**src/sv/gnct_pkg.sv**
```systemverilog
// ============================================================================
// Grid neighbour count package
// Shared widths, constants, register indexes and the structures that pass
// between the top level and the neighbourhood decision logic.
// ============================================================================
package gnct_pkg;

    // Default length of the row store, in cells.
    localparam int LINE_MAX_DEF = 256;

    // Fixed field widths.
    localparam int ROW_WIDTH_W = 9;
    localparam int LIMIT_W     = 4;
    localparam int COUNT_W     = 17;
    localparam int CFG_DATA_W  = 9;
    localparam int CFG_IDX_W   = 1;

    // The total stops growing here.
    localparam logic [COUNT_W-1:0] COUNT_CAP = 17'd65536;

    // Values after reset.
    localparam logic [ROW_WIDTH_W-1:0] ROW_WIDTH_RST      = 9'd256;
    localparam logic [LIMIT_W-1:0]     NEIGHBOR_LIMIT_RST = 4'd4;

    // Configuration register indexes.
    typedef enum logic [CFG_IDX_W-1:0] {
        CFG_ROW_WIDTH      = 1'b0,
        CFG_NEIGHBOR_LIMIT = 1'b1
    } t_cfg_idx;

    // Cells around the column being worked on. Suffix l2 is two columns to
    // the left of the arriving cell, l1 one column to the left, c the column
    // of the arriving cell itself.
    typedef struct packed {
        logic up_l2;
        logic up_l1;
        logic up_c;
        logic mid_l2;
        logic mid_l1;
        logic mid_c;
        logic cur_l2;
        logic cur_l1;
        logic occ;
    } t_window;

    // Where the arriving cell stands in the row and which stored rows hold data.
    typedef struct packed {
        logic col_ge1;   // column is at least one
        logic col_ge2;   // column is at least two
        logic l2_in;     // column minus two lies inside the row width
        logic l1_in;     // column minus one lies inside the row width
        logic c_in;      // column lies inside the row width
        logic row_end;   // this cell closes the row
        logic mid_ok;    // the middle row holds data
        logic up_ok;     // the upper row holds data
    } t_span;

    // Cells that count on this word.
    typedef struct packed {
        logic mid_prev;  // middle row, one column left
        logic cur_prev;  // arriving row, one column left, no row below
        logic mid_end;   // middle row, closing column
        logic cur_end;   // arriving row, closing column, no row below
    } t_verdict;

endpackage

```
**src/sv/gnct_cell_if.sv**
```systemverilog
// ============================================================================
// Cell channel
// Carries one grid cell per word, with a valid and ready handshake.
// ============================================================================
interface gnct_cell_if;
    logic valid;
    logic ready;
    logic occupied;
    logic last_cell;

    modport source (output valid, output occupied, output last_cell, input ready);
    modport sink   (input valid, input occupied, input last_cell, output ready);
endinterface

```
**src/sv/gnct_count_if.sv**
```systemverilog
// ============================================================================
// Count channel
// Carries the grid total, one word per grid, with a valid and ready handshake.
// ============================================================================
interface gnct_count_if;
    logic                               valid;
    logic                               ready;
    logic [gnct_pkg::COUNT_W-1:0]       accessible_count;

    modport source (output valid, output accessible_count, input ready);
    modport sink   (input valid, input accessible_count, output ready);
endinterface

```
**src/sv/gnct_ram.sv**
```systemverilog
// ============================================================================
// Generic RAM
// One write port and one read port, with the read data registered.
// ============================================================================
module gnct_ram #(
    parameter int WIDTH = 2,
    parameter int DEPTH = gnct_pkg::LINE_MAX_DEF
) (
    input  logic                     i_clk,
    input  logic                     i_we,
    input  logic [$clog2(DEPTH)-1:0] i_waddr,
    input  logic [WIDTH-1:0]         i_wdata,
    input  logic                     i_re,
    input  logic [$clog2(DEPTH)-1:0] i_raddr,
    output logic [WIDTH-1:0]         o_rdata
);

    logic [WIDTH-1:0] r_mem [DEPTH];
    logic [WIDTH-1:0] r_rdata;

    always_ff @(posedge i_clk) begin
        if (i_we) begin
            r_mem[i_waddr] <= i_wdata;
        end
        if (i_re) begin
            r_rdata <= r_mem[i_raddr];
        end
    end

    assign o_rdata = r_rdata;

endmodule

```
**src/sv/gnct_decide.sv**
```systemverilog
// ============================================================================
// Neighbourhood decision
// Counts occupied neighbours in the 3x3 window and decides which cells count.
// ============================================================================
module gnct_decide (
    input  gnct_pkg::t_window                i_win,
    input  gnct_pkg::t_span                  i_span,
    input  logic [gnct_pkg::LIMIT_W-1:0]     i_limit,
    output gnct_pkg::t_verdict               o_verdict
);

    logic       ul, uc, ur, ml, mc, mr, bl, bc, br;
    logic       ue_l, ue_c, me_l, me_c, be_l;
    logic [3:0] n_mid_prev, n_cur_prev, n_mid_end, n_cur_end;

    always_comb begin
        // Window for the cell one column to the left; the row width bounds it.
        ul = i_win.up_l2  & i_span.up_ok  & i_span.col_ge2 & i_span.l2_in;
        uc = i_win.up_l1  & i_span.up_ok  & i_span.l1_in;
        ur = i_win.up_c   & i_span.up_ok  & i_span.c_in;
        ml = i_win.mid_l2 & i_span.mid_ok & i_span.col_ge2 & i_span.l2_in;
        mc = i_win.mid_l1 & i_span.mid_ok & i_span.l1_in;
        mr = i_win.mid_c  & i_span.mid_ok & i_span.c_in;
        bl = i_win.cur_l2 & i_span.col_ge2;
        bc = i_win.cur_l1;
        br = i_win.occ;

        n_mid_prev = 4'(ul) + 4'(uc) + 4'(ur) + 4'(ml) + 4'(mr)
                   + 4'(bl) + 4'(bc) + 4'(br);
        n_cur_prev = 4'(ml) + 4'(mc) + 4'(mr) + 4'(bl) + 4'(br);

        // Window for the closing column: everything to its right is outside.
        ue_l = i_win.up_l1  & i_span.up_ok  & i_span.col_ge1;
        ue_c = i_win.up_c   & i_span.up_ok;
        me_l = i_win.mid_l1 & i_span.mid_ok & i_span.col_ge1;
        me_c = i_win.mid_c  & i_span.mid_ok;
        be_l = i_win.cur_l1 & i_span.col_ge1;

        n_mid_end = 4'(ue_l) + 4'(ue_c) + 4'(me_l) + 4'(be_l) + 4'(i_win.occ);
        n_cur_end = 4'(me_l) + 4'(me_c) + 4'(be_l);

        o_verdict.mid_prev = i_span.col_ge1 & mc & (n_mid_prev < i_limit);
        o_verdict.cur_prev = i_span.col_ge1 & bc & (n_cur_prev < i_limit);
        o_verdict.mid_end  = i_span.row_end & me_c & (n_mid_end < i_limit);
        o_verdict.cur_end  = i_span.row_end & i_win.occ & (n_cur_end < i_limit);
    end

endmodule

```
**src/sv/grid_neighbor_count_threshold.sv**
```systemverilog
// ============================================================================
// Grid neighbour count with threshold
// Counts the occupied cells of a binary grid that have fewer occupied
// neighbours than a limit, and returns the total at the end of each grid.
// ============================================================================
// The block takes one cell per cycle in raster order whenever the cell channel
// is not stalled; a grid's total reaches the count channel through the input
// register and the result register once the word with last_cell is taken. The
// cell channel stalls only when a last cell arrives while the previous total is
// still waiting on the count channel, and it stays open whenever no total is
// held there. Each cell passes an input register, whose cycle also reads the
// row store, and then a single pass of window logic into the result registers.
// A cell of the row above is decided once the cell below and to its right has
// arrived; the final row is settled by a running tally that assumes no row
// follows. Rows shorter than the configured width end early on last_cell, and
// the total saturates at 65536. The row store needs no clearing pass after
// reset: each entry keeps the latest cell written at its column and the one
// before that, and two extent registers tell which of the two belongs to the
// upper row. Configuration is taken with the word it applies to, so a write may
// come in the cycle after the last accepted word.
// ============================================================================
module grid_neighbor_count_threshold #(
    parameter int LINE_MAX = gnct_pkg::LINE_MAX_DEF
) (
    input  logic                              i_clk,
    input  logic                              i_rst_n,
    gnct_cell_if.sink                         i_cell,
    gnct_count_if.source                      o_count,
    input  logic                              i_cfg_we,
    input  logic [gnct_pkg::CFG_IDX_W-1:0]    i_cfg_idx,
    input  logic [gnct_pkg::CFG_DATA_W-1:0]   i_cfg_wdata
);

    localparam int COL_W   = $clog2(LINE_MAX);
    localparam int EW_W    = $clog2(LINE_MAX + 1);
    localparam int CMP_W   = ((EW_W > gnct_pkg::ROW_WIDTH_W) ? EW_W : gnct_pkg::ROW_WIDTH_W) + 1;
    localparam int SUM_W   = ((gnct_pkg::COUNT_W > EW_W) ? gnct_pkg::COUNT_W : EW_W) + 2;
    localparam int COUNT_W = gnct_pkg::COUNT_W;

    // ------------------------------------------------------------------------
    // Configuration registers
    // ------------------------------------------------------------------------
    logic [gnct_pkg::ROW_WIDTH_W-1:0] r_row_width;
    logic [gnct_pkg::LIMIT_W-1:0]     r_neighbor_limit;

    always_ff @(posedge i_clk) begin
        if (!i_rst_n) begin
            r_row_width      <= gnct_pkg::ROW_WIDTH_RST;
            r_neighbor_limit <= gnct_pkg::NEIGHBOR_LIMIT_RST;
        end else if (i_cfg_we) begin
            unique case (gnct_pkg::t_cfg_idx'(i_cfg_idx))
                gnct_pkg::CFG_ROW_WIDTH: begin
                    r_row_width <= i_cfg_wdata[gnct_pkg::ROW_WIDTH_W-1:0];
                end
                gnct_pkg::CFG_NEIGHBOR_LIMIT: begin
                    r_neighbor_limit <= i_cfg_wdata[gnct_pkg::LIMIT_W-1:0];
                end
                default: begin
                end
            endcase
        end
    end

    // ------------------------------------------------------------------------
    // Input side: effective width, column counter and row end
    // ------------------------------------------------------------------------
    logic             cell_acc;
    logic             s2_go;
    logic [CMP_W-1:0] rw_x;
    logic [CMP_W-1:0] eff_x;
    logic [EW_W-1:0]  eff_width;
    logic             row_end;
    logic [COL_W-1:0] r_col;
    logic [COL_W-1:0] n_col;

    // A width of zero behaves as one; one beyond the store behaves as its length.
    always_comb begin
        rw_x = CMP_W'(r_row_width);
        if (rw_x == '0) begin
            eff_x = CMP_W'(1);
        end else if (rw_x > CMP_W'(LINE_MAX)) begin
            eff_x = CMP_W'(LINE_MAX);
        end else begin
            eff_x = rw_x;
        end
        eff_width = eff_x[EW_W-1:0];
        row_end   = i_cell.last_cell | ((CMP_W'(r_col) + CMP_W'(1)) >= eff_x);
        n_col     = row_end ? '0 : r_col + COL_W'(1);
    end

    assign cell_acc = i_cell.valid & i_cell.ready;

    always_ff @(posedge i_clk) begin
        if (!i_rst_n) begin
            r_col <= '0;
        end else if (cell_acc) begin
            r_col <= n_col;
        end
    end

    // ------------------------------------------------------------------------
    // Input register, filled together with the row store read
    // ------------------------------------------------------------------------
    logic                         r_s1_vld;
    logic                         r_s1_occ;
    logic                         r_s1_last;
    logic                         r_s1_end;
    logic [COL_W-1:0]             r_s1_col;
    logic [EW_W-1:0]              r_s1_w;
    logic [gnct_pkg::LIMIT_W-1:0] r_s1_lim;
    logic                         r_s1_fwd;
    logic [1:0]                   r_s1_fwd_data;
    logic [1:0]                   ram_q;
    logic [1:0]                   wdata;

    always_ff @(posedge i_clk) begin
        if (!i_rst_n) begin
            r_s1_vld <= 1'b0;
        end else if (cell_acc) begin
            r_s1_vld <= 1'b1;
        end else if (s2_go) begin
            r_s1_vld <= 1'b0;
        end
    end

    // When a one-cell row is followed by another row, the entry being written is
    // also the one being read, so the fresh data is carried past the store.
    always_ff @(posedge i_clk) begin
        if (cell_acc) begin
            r_s1_occ      <= i_cell.occupied;
            r_s1_last     <= i_cell.last_cell;
            r_s1_end      <= row_end;
            r_s1_col      <= r_col;
            r_s1_w        <= eff_width;
            r_s1_lim      <= r_neighbor_limit;
            r_s1_fwd      <= s2_go && (r_s1_col == r_col);
            r_s1_fwd_data <= wdata;
        end
    end

    // Each entry holds the latest cell at its column in bit 0 and the cell it
    // replaced from an earlier row in bit 1.
    gnct_ram #(
        .WIDTH (2),
        .DEPTH (LINE_MAX)
    ) u_row_store (
        .i_clk   (i_clk),
        .i_we    (s2_go),
        .i_waddr (r_s1_col),
        .i_wdata (wdata),
        .i_re    (cell_acc),
        .i_raddr (r_col),
        .o_rdata (ram_q)
    );

    // ------------------------------------------------------------------------
    // Window and decision
    // ------------------------------------------------------------------------
    logic [1:0]       r_rows_seen;
    logic [COL_W-1:0] r_cur_ext;
    logic             r_cur_vld;
    logic [COL_W-1:0] r_prev_ext;
    logic             r_prev_vld;
    logic [1:0]       r_recent;
    logic [1:0]       r_up_win;
    logic [1:0]       r_mid_win;

    logic [1:0]       rd;
    logic             mid_c;
    logic             up_c;
    logic             seen_cur;
    logic [COL_W-1:0] ext_after;
    logic [EW_W:0]    c_x;
    logic [EW_W:0]    w_x;

    gnct_pkg::t_window  win;
    gnct_pkg::t_span    span;
    gnct_pkg::t_verdict verdict;

    // The extent registers record how far the current and the previous row
    // reached. An entry the previous row wrote keeps the upper row's cell in
    // bit 1; an entry it did not reach holds the same cell in both rows.
    always_comb begin
        rd        = r_s1_fwd ? r_s1_fwd_data : ram_q;
        mid_c     = rd[0];
        up_c      = (r_prev_vld && (r_s1_col <= r_prev_ext)) ? rd[1] : rd[0];
        seen_cur  = r_cur_vld && (r_s1_col <= r_cur_ext);
        wdata     = {seen_cur ? rd[1] : rd[0], r_s1_occ};
        ext_after = seen_cur ? r_cur_ext : r_s1_col;

        c_x = (EW_W + 1)'(r_s1_col);
        w_x = (EW_W + 1)'(r_s1_w);

        win.up_l2  = r_up_win[1];
        win.up_l1  = r_up_win[0];
        win.up_c   = up_c;
        win.mid_l2 = r_mid_win[1];
        win.mid_l1 = r_mid_win[0];
        win.mid_c  = mid_c;
        win.cur_l2 = r_recent[1];
        win.cur_l1 = r_recent[0];
        win.occ    = r_s1_occ;

        span.col_ge1 = (r_s1_col != '0);
        span.col_ge2 = (r_s1_col > COL_W'(1));
        span.l2_in   = c_x < (w_x + (EW_W + 1)'(2));
        span.l1_in   = c_x <= w_x;
        span.c_in    = c_x < w_x;
        span.row_end = r_s1_end;
        span.mid_ok  = (r_rows_seen != 2'd0);
        span.up_ok   = r_rows_seen[1];
    end

    gnct_decide u_decide (
        .i_win     (win),
        .i_span    (span),
        .i_limit   (r_s1_lim),
        .o_verdict (verdict)
    );

    // ------------------------------------------------------------------------
    // Totals
    // ------------------------------------------------------------------------
    logic [COUNT_W-1:0] r_total;
    logic [EW_W-1:0]    r_tally;
    logic [EW_W-1:0]    n_tally;
    logic [SUM_W-1:0]   total_sum;
    logic [SUM_W-1:0]   final_sum;
    logic [COUNT_W-1:0] n_total;
    logic [COUNT_W-1:0] n_out_count;

    // All additions are non-negative, so clamping the whole sum once gives the
    // same value as saturating after each addition.
    always_comb begin
        n_tally   = r_tally + EW_W'(verdict.cur_prev) + EW_W'(verdict.cur_end);
        total_sum = SUM_W'(r_total) + SUM_W'(verdict.mid_prev) + SUM_W'(verdict.mid_end);
        final_sum = total_sum + SUM_W'(n_tally);
        n_total     = (total_sum > SUM_W'(gnct_pkg::COUNT_CAP)) ?
                      gnct_pkg::COUNT_CAP : total_sum[COUNT_W-1:0];
        n_out_count = (final_sum > SUM_W'(gnct_pkg::COUNT_CAP)) ?
                      gnct_pkg::COUNT_CAP : final_sum[COUNT_W-1:0];
    end

    // ------------------------------------------------------------------------
    // Result register and flow control
    // ------------------------------------------------------------------------
    logic               r_out_vld;
    logic [COUNT_W-1:0] r_out_count;
    logic               out_free;

    // Only a last cell has to wait for the result register; others go through.
    assign out_free      = ~r_out_vld | o_count.ready;
    assign s2_go         = r_s1_vld & (~r_s1_last | out_free);
    assign i_cell.ready  = ~r_s1_vld | s2_go;

    always_ff @(posedge i_clk) begin
        if (!i_rst_n) begin
            r_rows_seen <= 2'd0;
            r_cur_vld   <= 1'b0;
            r_prev_vld  <= 1'b0;
            r_total     <= '0;
            r_tally     <= '0;
            r_recent    <= 2'b00;
        end else if (s2_go) begin
            r_recent <= {r_recent[0], r_s1_occ};
            if (r_s1_last) begin
                r_total     <= '0;
                r_tally     <= '0;
                r_rows_seen <= 2'd0;
            end else if (r_s1_end) begin
                r_total     <= n_total;
                r_tally     <= '0;
                r_rows_seen <= r_rows_seen[1] ? r_rows_seen : r_rows_seen + 2'd1;
            end else begin
                r_total <= n_total;
                r_tally <= n_tally;
            end
            // A row that ends without closing the grid moves the rows down.
            if (r_s1_end && !r_s1_last) begin
                r_prev_vld <= 1'b1;
                r_cur_vld  <= 1'b0;
            end else begin
                r_cur_vld  <= 1'b1;
            end
        end
    end

    always_ff @(posedge i_clk) begin
        if (s2_go) begin
            r_up_win  <= {r_up_win[0], up_c};
            r_mid_win <= {r_mid_win[0], mid_c};
            if (r_s1_end && !r_s1_last) begin
                r_prev_ext <= ext_after;
            end else begin
                r_cur_ext  <= ext_after;
            end
            if (r_s1_last) begin
                r_out_count <= n_out_count;
            end
        end
    end

    always_ff @(posedge i_clk) begin
        if (!i_rst_n) begin
            r_out_vld <= 1'b0;
        end else if (s2_go && r_s1_last) begin
            r_out_vld <= 1'b1;
        end else if (o_count.ready) begin
            r_out_vld <= 1'b0;
        end
    end

    assign o_count.valid            = r_out_vld;
    assign o_count.accessible_count = r_out_count;

endmodule

```
**src/flat_wrapper.sv**
```systemverilog
// flat-port wrapper written by rule: the top's interface ports become plain ports
module grid_neighbor_count_threshold_flat 
#(
    parameter int LINE_MAX = gnct_pkg::LINE_MAX_DEF
)
  (i_clk, i_rst_n, i_cfg_we, i_cfg_idx, i_cfg_wdata, i_cell_valid, i_cell_occupied, i_cell_last_cell, i_cell_ready, o_count_valid, o_count_accessible_count, o_count_ready);
  gnct_cell_if i_cell_i ();
  gnct_count_if o_count_i ();
  input  logic i_clk;
  input  logic i_rst_n;
  input  logic i_cfg_we;
  input  logic [gnct_pkg::CFG_IDX_W-1:0] i_cfg_idx;
  input  logic [gnct_pkg::CFG_DATA_W-1:0] i_cfg_wdata;
  input wire logic [$bits(i_cell_i.valid)-1:0] i_cell_valid;
  input wire logic [$bits(i_cell_i.occupied)-1:0] i_cell_occupied;
  input wire logic [$bits(i_cell_i.last_cell)-1:0] i_cell_last_cell;
  output wire logic [$bits(i_cell_i.ready)-1:0] i_cell_ready;
  output wire logic [$bits(o_count_i.valid)-1:0] o_count_valid;
  output wire logic [$bits(o_count_i.accessible_count)-1:0] o_count_accessible_count;
  input wire logic [$bits(o_count_i.ready)-1:0] o_count_ready;
  assign i_cell_i.valid = i_cell_valid;
  assign i_cell_i.occupied = i_cell_occupied;
  assign i_cell_i.last_cell = i_cell_last_cell;
  assign i_cell_ready = i_cell_i.ready;
  assign o_count_valid = o_count_i.valid;
  assign o_count_accessible_count = o_count_i.accessible_count;
  assign o_count_i.ready = o_count_ready;
  grid_neighbor_count_threshold #(.LINE_MAX(LINE_MAX)) u_core (.i_clk(i_clk), .i_rst_n(i_rst_n), .i_cell(i_cell_i), .o_count(o_count_i), .i_cfg_we(i_cfg_we), .i_cfg_idx(i_cfg_idx), .i_cfg_wdata(i_cfg_wdata));
endmodule
```
**config.mk**
```make
export PLATFORM = sky130hd
export DESIGN_NAME = grid_neighbor_count_threshold_flat
export DESIGN_NICKNAME = d
export VERILOG_FILES = /design/src/sv/gnct_pkg.sv /design/src/sv/gnct_cell_if.sv /design/src/sv/gnct_count_if.sv /design/src/sv/gnct_ram.sv /design/src/sv/gnct_decide.sv /design/src/sv/grid_neighbor_count_threshold.sv /design/src/flat_wrapper.sv
export SDC_FILE = /design/constraint.sdc
export NUM_CORES = 1
export LEC_CHECK = 0
export ABC_CLOCK_PERIOD_IN_PS = 28200
export BUFFER_PORTS_ARGS = -buffer_cell sky130_fd_sc_hd__clkbuf_2
export CORE_UTILIZATION = 50
export CTS_CLUSTER_SIZE = 14
export DETAILED_ROUTE_END_ITERATION = 8
export PLACE_DENSITY = 0.66
export SLEW_MARGIN = 20
export SYNTH_ARGS = -nofsm -noshare
export SYNTH_HDL_FRONTEND = slang
export SYNTH_HIERARCHICAL = 1
export SYNTH_SLANG_ARGS = --single-unit
export TNS_END_PERCENT = 50
```
**constraint.sdc**
```tcl
create_clock -name i_clk -period 28.2 [get_ports i_clk]
set_input_delay 2.82 -clock i_clk [delete_from_list [all_inputs] [get_ports i_clk]]
set_output_delay 2.82 -clock i_clk [all_outputs]
set_load 0.005 [all_outputs]
```
# ---- After elaboration in Yosys (flattened, before gate mapping)
# Memory sizes are Yosys's and may differ from the RTL's. A register that Yosys moved wholly into a read port is not among the register bits.
# Cells that the tools add are included.
dict set report word_totals {
  input_bits 17
  register_bits 119
  ram_bits 512
  elab_cells 144
  out_inout_bits 19
  mem_count 1
}
dict set report op_classes {
  reduce_logical 19
  addsub 26
  mux 21
  n_bitwise 36
  n_eq_ne 2
  magnitude_cmp 14
}
# name depth width read_ports rd_ports_with_merged_regs wr line
set memory_table {}
lappend memory_table {u_core.u_row_store.r_mem 256 2 1 1 1 gnct_ram.sv:18} ;# logic [WIDTH-1:0] r_mem [DEPTH];
# op count
set ops {}
lappend ops {{$gt A19 B17 Y1 const B} 2}
lappend ops {{$mux W17} 2}
lappend ops {{$and A1 B1 Y1} 27}
lappend ops {{$mux W9} 3}
lappend ops {{$add A4 B1 Y4} 6}
lappend ops {{$add A19 B1 Y19} 1}
lappend ops {{$add A19 B9 Y19} 1}
lappend ops {{$add A17 B1 Y18} 1}
lappend ops {{$add A9 B1 Y9} 2}
lappend ops {{$le A8 B8 Y1} 2}
lappend ops {{$mux W8} 2}
lappend ops {{$add A2 B1 Y3} 4}
lappend ops {{$add A3 B1 Y4} 3}
lappend ops {{$lt A4 B4 Y1} 3}
lappend ops {{$reduce_and A2 Y1} 6}
lappend ops {{$add A9 B2 Y10 const B} 1}
lappend ops {{$ge A10 B10 Y1} 1}
lappend ops {{$lt A8 B10 Y1} 1}
lappend ops {{$mux W10} 1}
lappend ops {{$add A8 B1 Y9 const B} 1}
lappend ops {{$gt A9 B9 Y1 const B} 1}
lappend ops {{$le A8 B9 Y1} 1}
lappend ops {{$logic_not A9 Y1} 1}
lappend ops {{$lt A8 B9 Y1} 1}
lappend ops {{16 further kinds} 44}

# ---- Longest topological paths before layout
# Gate-level depths: netlist of the first run.
dict set report logic_depth {
  depth_word 18
  depth_mapped 37
  depth_no_buf 35
}

# ---- Hierarchy
# The synthesis of the first run kept the hierarchy.
# module instances area_per_inst_um2 seq_area_each_um2 cells_each
set by_module_without_submodules {}
lappend by_module_without_submodules {gnct_ram 1 21401.8 15434.8 1242}
lappend by_module_without_submodules {grid_neighbor_count_threshold 1 7203.2 3022.9 730}
lappend by_module_without_submodules {gnct_decide 1 595.6 0.0 68}

# ---- Worst setup path before layout of the first run
# No wires, ideal clock.
dict set report synth_timing {
  path_kind {flip-flop to flip-flop}
  from {register u_core.r_s1_col[1]}
  to {register u_core.r_s1_fwd_data[1] (data pin)}
  path_stages_with_launch 10
  synth_period_minus_slack_ps 10794
  setup_ps 1639
  t_arrival_ps 9155
  t_required_ps 26561
  slack_ps 17406
  path_buffers 0
  path_cell_list {edfxtp_1 > ha_1 > nor2b_1 > o21a_1 > o21a_1 > o21ai_0 > nand2b_1 > a221oi_1 > o21ai_1 > mux2i_1}
}
dict set report synth_via {
  elab_chain_len 3
}
# element line
set synth_rtl {}
lappend synth_rtl {{start, declared} grid_neighbor_count_threshold.sv:108} ;# logic [COL_W-1:0] r_s1_col;
lappend synth_rtl {{start signal, assigned} grid_neighbor_count_threshold.sv:133} ;# r_s1_col <= r_col;
lappend synth_rtl {{$le A8 B8 Y1} grid_neighbor_count_threshold.sv:187} ;# seen_cur = r_cur_vld && (r_s1_col <= r_cur_ext);
lappend synth_rtl {{$logic_and A1 B1 Y1} grid_neighbor_count_threshold.sv:187}
lappend synth_rtl {{$mux W1} grid_neighbor_count_threshold.sv:188} ;# wdata = {seen_cur ? rd[1] : rd[0], r_s1_occ};
lappend synth_rtl {{via u_core.wdata[1]} grid_neighbor_count_threshold.sv:114} ;# logic [1:0] wdata;
lappend synth_rtl {{end signal, assigned} grid_neighbor_count_threshold.sv:137} ;# r_s1_fwd_data <= wdata;
lappend synth_rtl {{end, declared} grid_neighbor_count_threshold.sv:112} ;# logic [1:0] r_s1_fwd_data;
# The timed path passes the listed nets, and every way through them passes these cells.
# A chain may end at the register's enable or synchronous reset.

==> flow_metrics.tcl, run 1 <==
set metrics [dict create \
    final_max_slew_viol_count 0 \
    detail-route-antenna-nets 0 \
    synth.top_cells.by_count "578 x edfxtp_1, 300 x nor2_1, 102 x nand2_1, 82 x mux4_2, 74 x clkbuf_1" \
    max_slew_margin 0.236 \
    clkSlewWorstSetupHoldPaths_ns 0.06 \
    grt_overflow 0 \
    max_clock_freq_mhz 102 \
    wl_per_cell_um 23.9 \
    cts_hold_buf 0 \
    switching_power_uw 432 \
    cp.required_ns 28.66 \
    maxCapViolCount 0 \
    end_kind "register" \
    synth_ff_type "edfxtp_1" \
    synth.top_cell.area_share 0.594 \
    place_hpwl_um 42000 \
    post_cts_resized 0 \
    grt_first_pass_wirelength_um 105000 \
    p_clk_frac 0.434 \
    grt_max_degree 260 \
    yosys_warnings 6 \
    skew_ns 0.0394 \
    netSwitchingFraction 0.217 \
    n_antenna_cell 0 \
    p_comb_frac 0.043 \
    syn_avg_cell_area_um2 14.3 \
    whs_ns 0.429 \
    synth.area.top_cells "edfxtp_1 59%, mux4_2 6.3%, nor2_1 3.9%" \
    rsz0062_at_grt "no" \
    worst_pin_slew_ns 1.14 \
    grt_usage 0.233 \
    ir_drop_v 0.0000564 \
    yosysTopAreaCell "edfxtp_1" \
    num_vias 17600 \
    period_share 0.348 \
    finalCriticalPeriod_ns 9.80 \
    final_hold_viol_count 0 \
    vias_per_cell 6.15 \
    drcViolationCount 0 \
    seqPwrFrac 0.522 \
    synth_most_common_cell "edfxtp_1" \
    dieArea_um2 59400 \
    place_ws_ns 18.64 \
    cp-start-kind "register" \
    num_rows 88 \
    finalWirelength_um 68400 \
    cts_buffers 68 \
    die-width_um 244 \
    p_total_mw 2.00 \
    timing.final.ws_setup_ns 18.40 \
    placedCellCount 2744 \
    dr.pass1.iters 8 \
    portBuffers 35 \
    placed_cell_area_um2 29800 \
    clock_latency_ns 0.63 \
    drtIter0Drc 1747 \
    cts_setup_buffers 0 \
    place.gp.congestion 0.879 \
    syn_inst 2040 \
    crit_type "register to register" \
    antenna_found_initial 0 \
    synth-edff-count 578 \
    synthesis.nets 2135 \
    ys_seq_area_frac 0.632 \
    fin_tns_setup_ns 0 \
    ys_seq_elements 633 \
    cp_slowest_cell "edfxtp_1" \
    power.internal_mw 1.56 \
    hold_class "register to register" \
    clock_path_buffers 3 \
    ys_types 90 \
    status "complete, no violations" \
    initial_utilization 0.506 \
    cts.htree.levels 3 \
    cts_tree "done" \
    drive_gt1_frac 0.138 \
    root_buffer "clkbuf_16" \
    die_h_um 244 \
    fin_cells 2865 \
    setup_violations 0 \
    area_delta_synth_final_pct 9.67 \
    cellPowerDensity_nw_per_um2 62.3 \
    first_global_vias 17600 \
    async_reset_ff_frac 0 \
    arrival_ns 10.26 \
    syn-cell-area_um2 29200 \
    io_pins 36 \
    numClockSinks 633 \
    final_nets 2145 \
    finish.instance_area_um2 32000 \
    core_area_um2 57700 \
    post-route-util 0.555 \
    critical-path-max-stage-delay_ns 0.72 \
    p_leak_nw 10.6 \
    crit_fanout 17 \
]
## layout make-up
| type | instances | area [um^2] |
|---|---|---|
| Timing Repair Buffer | 67 | 460 |
| Multi-Input combinational cell | 1218 | 9730 |
| Clock buffer | 85 | 1770 |
| Tap cell | 765 | 957 |
| Fill cell | 4642 | 25700 |
| Sequential cell | 633 | 18500 |
| Clock inverter | 35 | 410 |
| Inverter | 62 | 233 |
## layout by cell type, fill, tap and decap left out, types with 18 or more instances in the layout
cell,Yosys,final
clkbuf_2,1,35
clkinv_1,3,18
a21oi_1,35,35
o21ai_0,39,39
nand3_1,60,59
inv_1,57,57
edfxtp_1,578,578
nand2_1,102,102
nor2b_1,35,34
mux4_2,82,82
mux4_1,20,20
mux2i_1,71,70
nor2_1,300,300
nand4_1,22,22
ha_1,66,66
xnor2_1,34,34
xor2_1,21,21
buf_4,10,29
o221ai_1,18,18
dfxtp_1,55,52
clkbuf_16,0,68
## worst max-delay path, delay by kind of cell, from the launching register on
| kind | cells | cell delay [ns] |
|---|---|---|
| adders and majority gates | 10 | 3.82 |
| xor gates and xnor gates | 3 | 0.57 |
| buffers and inverters | 1 | 0.06 |
| AOI/OAI and AO/OA | 13 | 3.16 |
| and+or+nand+nor | 7 | 1.31 |
| DFF | 1 | 0.72 |
## power by group through the flow
stage / registers [mW] / clock network, mW / logic, mW
6_report: 1.04 / 0.867 / 0.0868
4_1_cts: 1.04 / 0.887 / 0.0873
5_1_grt: 1.04 / 0.922 / 0.0949
3_3_place_gp: 1.06 / 0 / 0.0852
2_1_floorplan: 1.07 / 0 / 0.0618
3_5_place_dp: 1.06 / 0 / 0.0870
## sequential cells by signal, indices dropped and copies added (netlist names), 2 cells and up
signal	flops
u_core/u_row_store/r_mem	512
u_core/o_count.accessible_count	17
u_core/r_total	17
u_core/r_row_width	9
u_core/r_s1_w	9
u_core/r_tally	9
u_core/r_col	8
u_core/r_cur_ext	8
u_core/r_prev_ext	8
u_core/r_s1_col	8
u_core/r_neighbor_limit	4
u_core/r_s1_lim	4
u_core/r_mid_win	2
u_core/r_recent	2
u_core/r_rows_seen	2
u_core/r_s1_fwd_data	2
u_core/r_up_win	2
u_core/u_row_store/o_rdata	2
## path summary, 6_finish.rpt
kind,end,slack [ns],startpoint,cells after the start
setup reg to reg,u_core/o_count.accessible_count[0],18.40,u_core/r_s1_col[1],34
hold / removal,u_core/r_s1_lim[1],0.43,u_core/r_neighbor_limit[1],0
hold reg to reg,u_core/r_s1_lim[1],0.43,u_core/r_neighbor_limit[1],0
setup / recovery,u_core/o_count.accessible_count[0],18.40,u_core/r_s1_col[1],34
## cells by family after synthesis
| group | synth area share |
|---|---|
| AND/OR/NAND/NOR | 0.103 |
| XOR/XNOR | 0.0165 |
| flip-flops | 0.632 |
| multiplexers | 0.112 |
| AO/OA/AOI/OAI | 0.0647 |
| buffers and inverters | 0.0353 |
| adder cells (fa/ha/maj) | 0.0365 |
## routing by layer
| metal | up-vias | wire [um] | GRT usage |
|---|---|---|---|
| li1 | 7839 | - | - |
| met1 | 8946 | 28900 | 0.324 |
| met2 | 703 | 32100 | 0.364 |
| met3 | 122 | 5470 | 0.0480 |
| met4 | 0 | 1920 | 0.0860 |
| met5 | - | 0 | 0 |
(Power assumes the default switching activity.)
==> run 2, diff against run 1 <==
--- a/config.mk
+++ b/config.mk
@@ -5,7 +5,7 @@
 export SDC_FILE = /design/constraint.sdc
 export NUM_CORES = 1
 export LEC_CHECK = 0
-export ABC_CLOCK_PERIOD_IN_PS = 28200
+export ABC_CLOCK_PERIOD_IN_PS = 9800
 export BUFFER_PORTS_ARGS = -buffer_cell sky130_fd_sc_hd__clkbuf_2
 export CORE_UTILIZATION = 50
 export CTS_CLUSTER_SIZE = 14
==> constraint.sdc (replaced) <==
create_clock -name i_clk -period 9.8 [get_ports i_clk]
set_input_delay 0.98 -clock i_clk [delete_from_list [all_inputs] [get_ports i_clk]]
set_output_delay 0.98 -clock i_clk [all_outputs]
set_load 0.005 [all_outputs]
==> flow_metrics.tcl, run 2 (synthesis gave the netlist of run 1 again) <==
set metrics [dict create \
    status "complete, no violations" \
    maxCapViolCount 0 \
    area_delta_synth_final_pct 10.4 \
    worst_pin_slew_ns 1.20 \
    numClockSinks 633 \
    num_vias 17600 \
    dieArea_um2 59400 \
    cts.htree.levels 3 \
    cts_tree "done" \
    cp_slowest_cell "fa_1" \
    switching_power_mw 1.26 \
    power.internal_mw 4.71 \
    worstReg2RegEnd "u_core/o_count.accessible_count[0]" \
    final_hold_viol_count 0 \
    min_path_cells 0 \
    nFillCells 4635 \
    max_slew_margin 0.195 \
    critical-path-max-stage-delay_ns 0.55 \
    antenna_found_initial 1 \
    vias_per_cell 6.12 \
    cts_buffers 69 \
    skew_ns 0.0303 \
    arrival_ns 9.70 \
    cp-start-kind "register" \
    crit_buf_inv 2 \
    clock_path_buffers 3 \
    final_cell_mix "578 x edfxtp_1, 300 x nor2_1, 102 x nand2_1" \
    mostFrequentLayoutCell "edfxtp_1" \
    post_cts_resized 0 \
    grt_first_pass_wirelength_um 106000 \
    hold_class "register to register" \
    post-route-util 0.559 \
    crit_type "register to register" \
    grt_max_degree 260 \
    wl_per_cell_um 24.1 \
    initial_utilization 0.506 \
    hold-path-endpoint "u_core/r_s1_lim[3]" \
    cellPowerDensity_nw_per_um2 185 \
    worst_path_most_repeated_cell "fa_1" \
    die_h_um 244 \
    clkSlewWorstSetupHoldPaths_ns 0.06 \
    setup_violations 0 \
    crit_fanout 8 \
    ir_drop_v 0.000184 \
    place_hpwl_um 42600 \
    drive_gt1_frac 0.146 \
    multiInputGateArea_um2 9740 \
    regArea_um2 18500 \
    netSwitchingFraction 0.211 \
    io_pins 36 \
    p_clk_frac 0.456 \
    max_clock_freq_mhz 108 \
    fin_tns_setup_ns 0 \
    seqPwrFrac 0.502 \
    whs_ns 0.441 \
    detail-route-antenna-nets 0 \
    cp_top_family "adder cells" \
    portBuffers 35 \
    final_max_slew_viol_count 0 \
    period_share 0.942 \
    finalWirelength_um 69100 \
    placedCellCount 2744 \
    hp-start "u_core/r_neighbor_limit[3]" \
    rsz0062_at_grt "no" \
    drtIter0Drc 1764 \
    p_leak_nw 10.7 \
    core_area_um2 57700 \
    final_nets 2146 \
    clock_latency_ns 0.62 \
    num_rows 88 \
    largest_register_ffs 512 \
    rrSetupSlack_ns 0.56 \
    p_comb_frac 0.042 \
    fin_cells 2873 \
    cts_hold_buf 0 \
    grt_overflow 0 \
    root_buffer "clkbuf_16" \
    cp.required_ns 10.26 \
    end_kind "register" \
    dr.pass1.iters 5 \
    die-width_um 244 \
    finalCriticalPeriod_ns 9.24 \
    top_register "u_core/u_row_store/r_mem" \
    first_global_vias 17800 \
    place.gp.congestion 0.865 \
    grt_usage 0.235 \
    cts_setup_buffers 0 \
    drcViolationCount 0 \
    r2r.worst_path.cells 35 \
    r2r-start "u_core/r_s1_w[1]" \
]
run 2: changes by cell type in the layout (fill, tap and decap cells not counted), sizes merged:
cell | before | now
bufinv | 5 | 12
clkbuf | 120 | 114
inv | 60 | 65
clkinv | 30 | 32
clkinvlp | 2 | 1
diode | 0 | 1
run 2: area by class of cell:
class | instances | area share
Clock inverter | 48 | 0.0184
Antenna cell | 1 | 0.0000776
Inverter | 62 | 0.00722
Timing Repair Buffer | 67 | 0.0140
Multi-Input combinational cell | 1218 | 0.302
Clock buffer | 79 | 0.0554
Sequential cell | 633 | 0.573
Tap cell | 765 | 0.0297
run 2: how the worst max path moves through the flow:
stage / from / endpoint / cells past startpoint
global route: u_core/r_s1_w[1] / u_core/o_count.accessible_count[0] / 35
floorplan: u_core/r_s1_occ / u_core/o_count.accessible_count[0] / 26
detailed placement: u_core/r_s1_w[1] / u_core/o_count.accessible_count[0] / 35
CTS: u_core/r_s1_w[1] / u_core/o_count.accessible_count[0] / 35
finish: u_core/r_s1_w[1] / u_core/o_count.accessible_count[0] / 35
global placement: u_core/r_s1_w[1] / u_core/o_count.accessible_count[1] / 35
run 2: metal layers:
metal / track usage / vias up / share of wire
li1: - / 7847 / -
met1: 0.330 / 8976 / 0.43
met2: 0.371 / 625 / 0.47
met3: 0.0441 / 127 / 0.074
met4: 0.0796 / 0 / 0.026
met5: 0 / - / 0
run 2: through the flow:
stage,worst slack (ns),power [mW],instance area [um^2]
detailed placement,0.585,3.31,29800
global placement,0.842,3.30,29800
CTS,0.551,6.02,32200
finish,0.565,5.97,32200
floorplan,-0.737,3.24,29200
global route,0.0464,6.14,32200
run 2: power groups by stage:
stage                     clock (mW)  combinational [mW]  sequential (mW)
after global routing            2.87               0.275             3.00
after detailed placement           0               0.249             3.06
after floorplan                    0               0.178             3.07
final                           2.72               0.252             3.00
after CTS                       2.77               0.251             3.00
after global placement             0               0.244             3.06
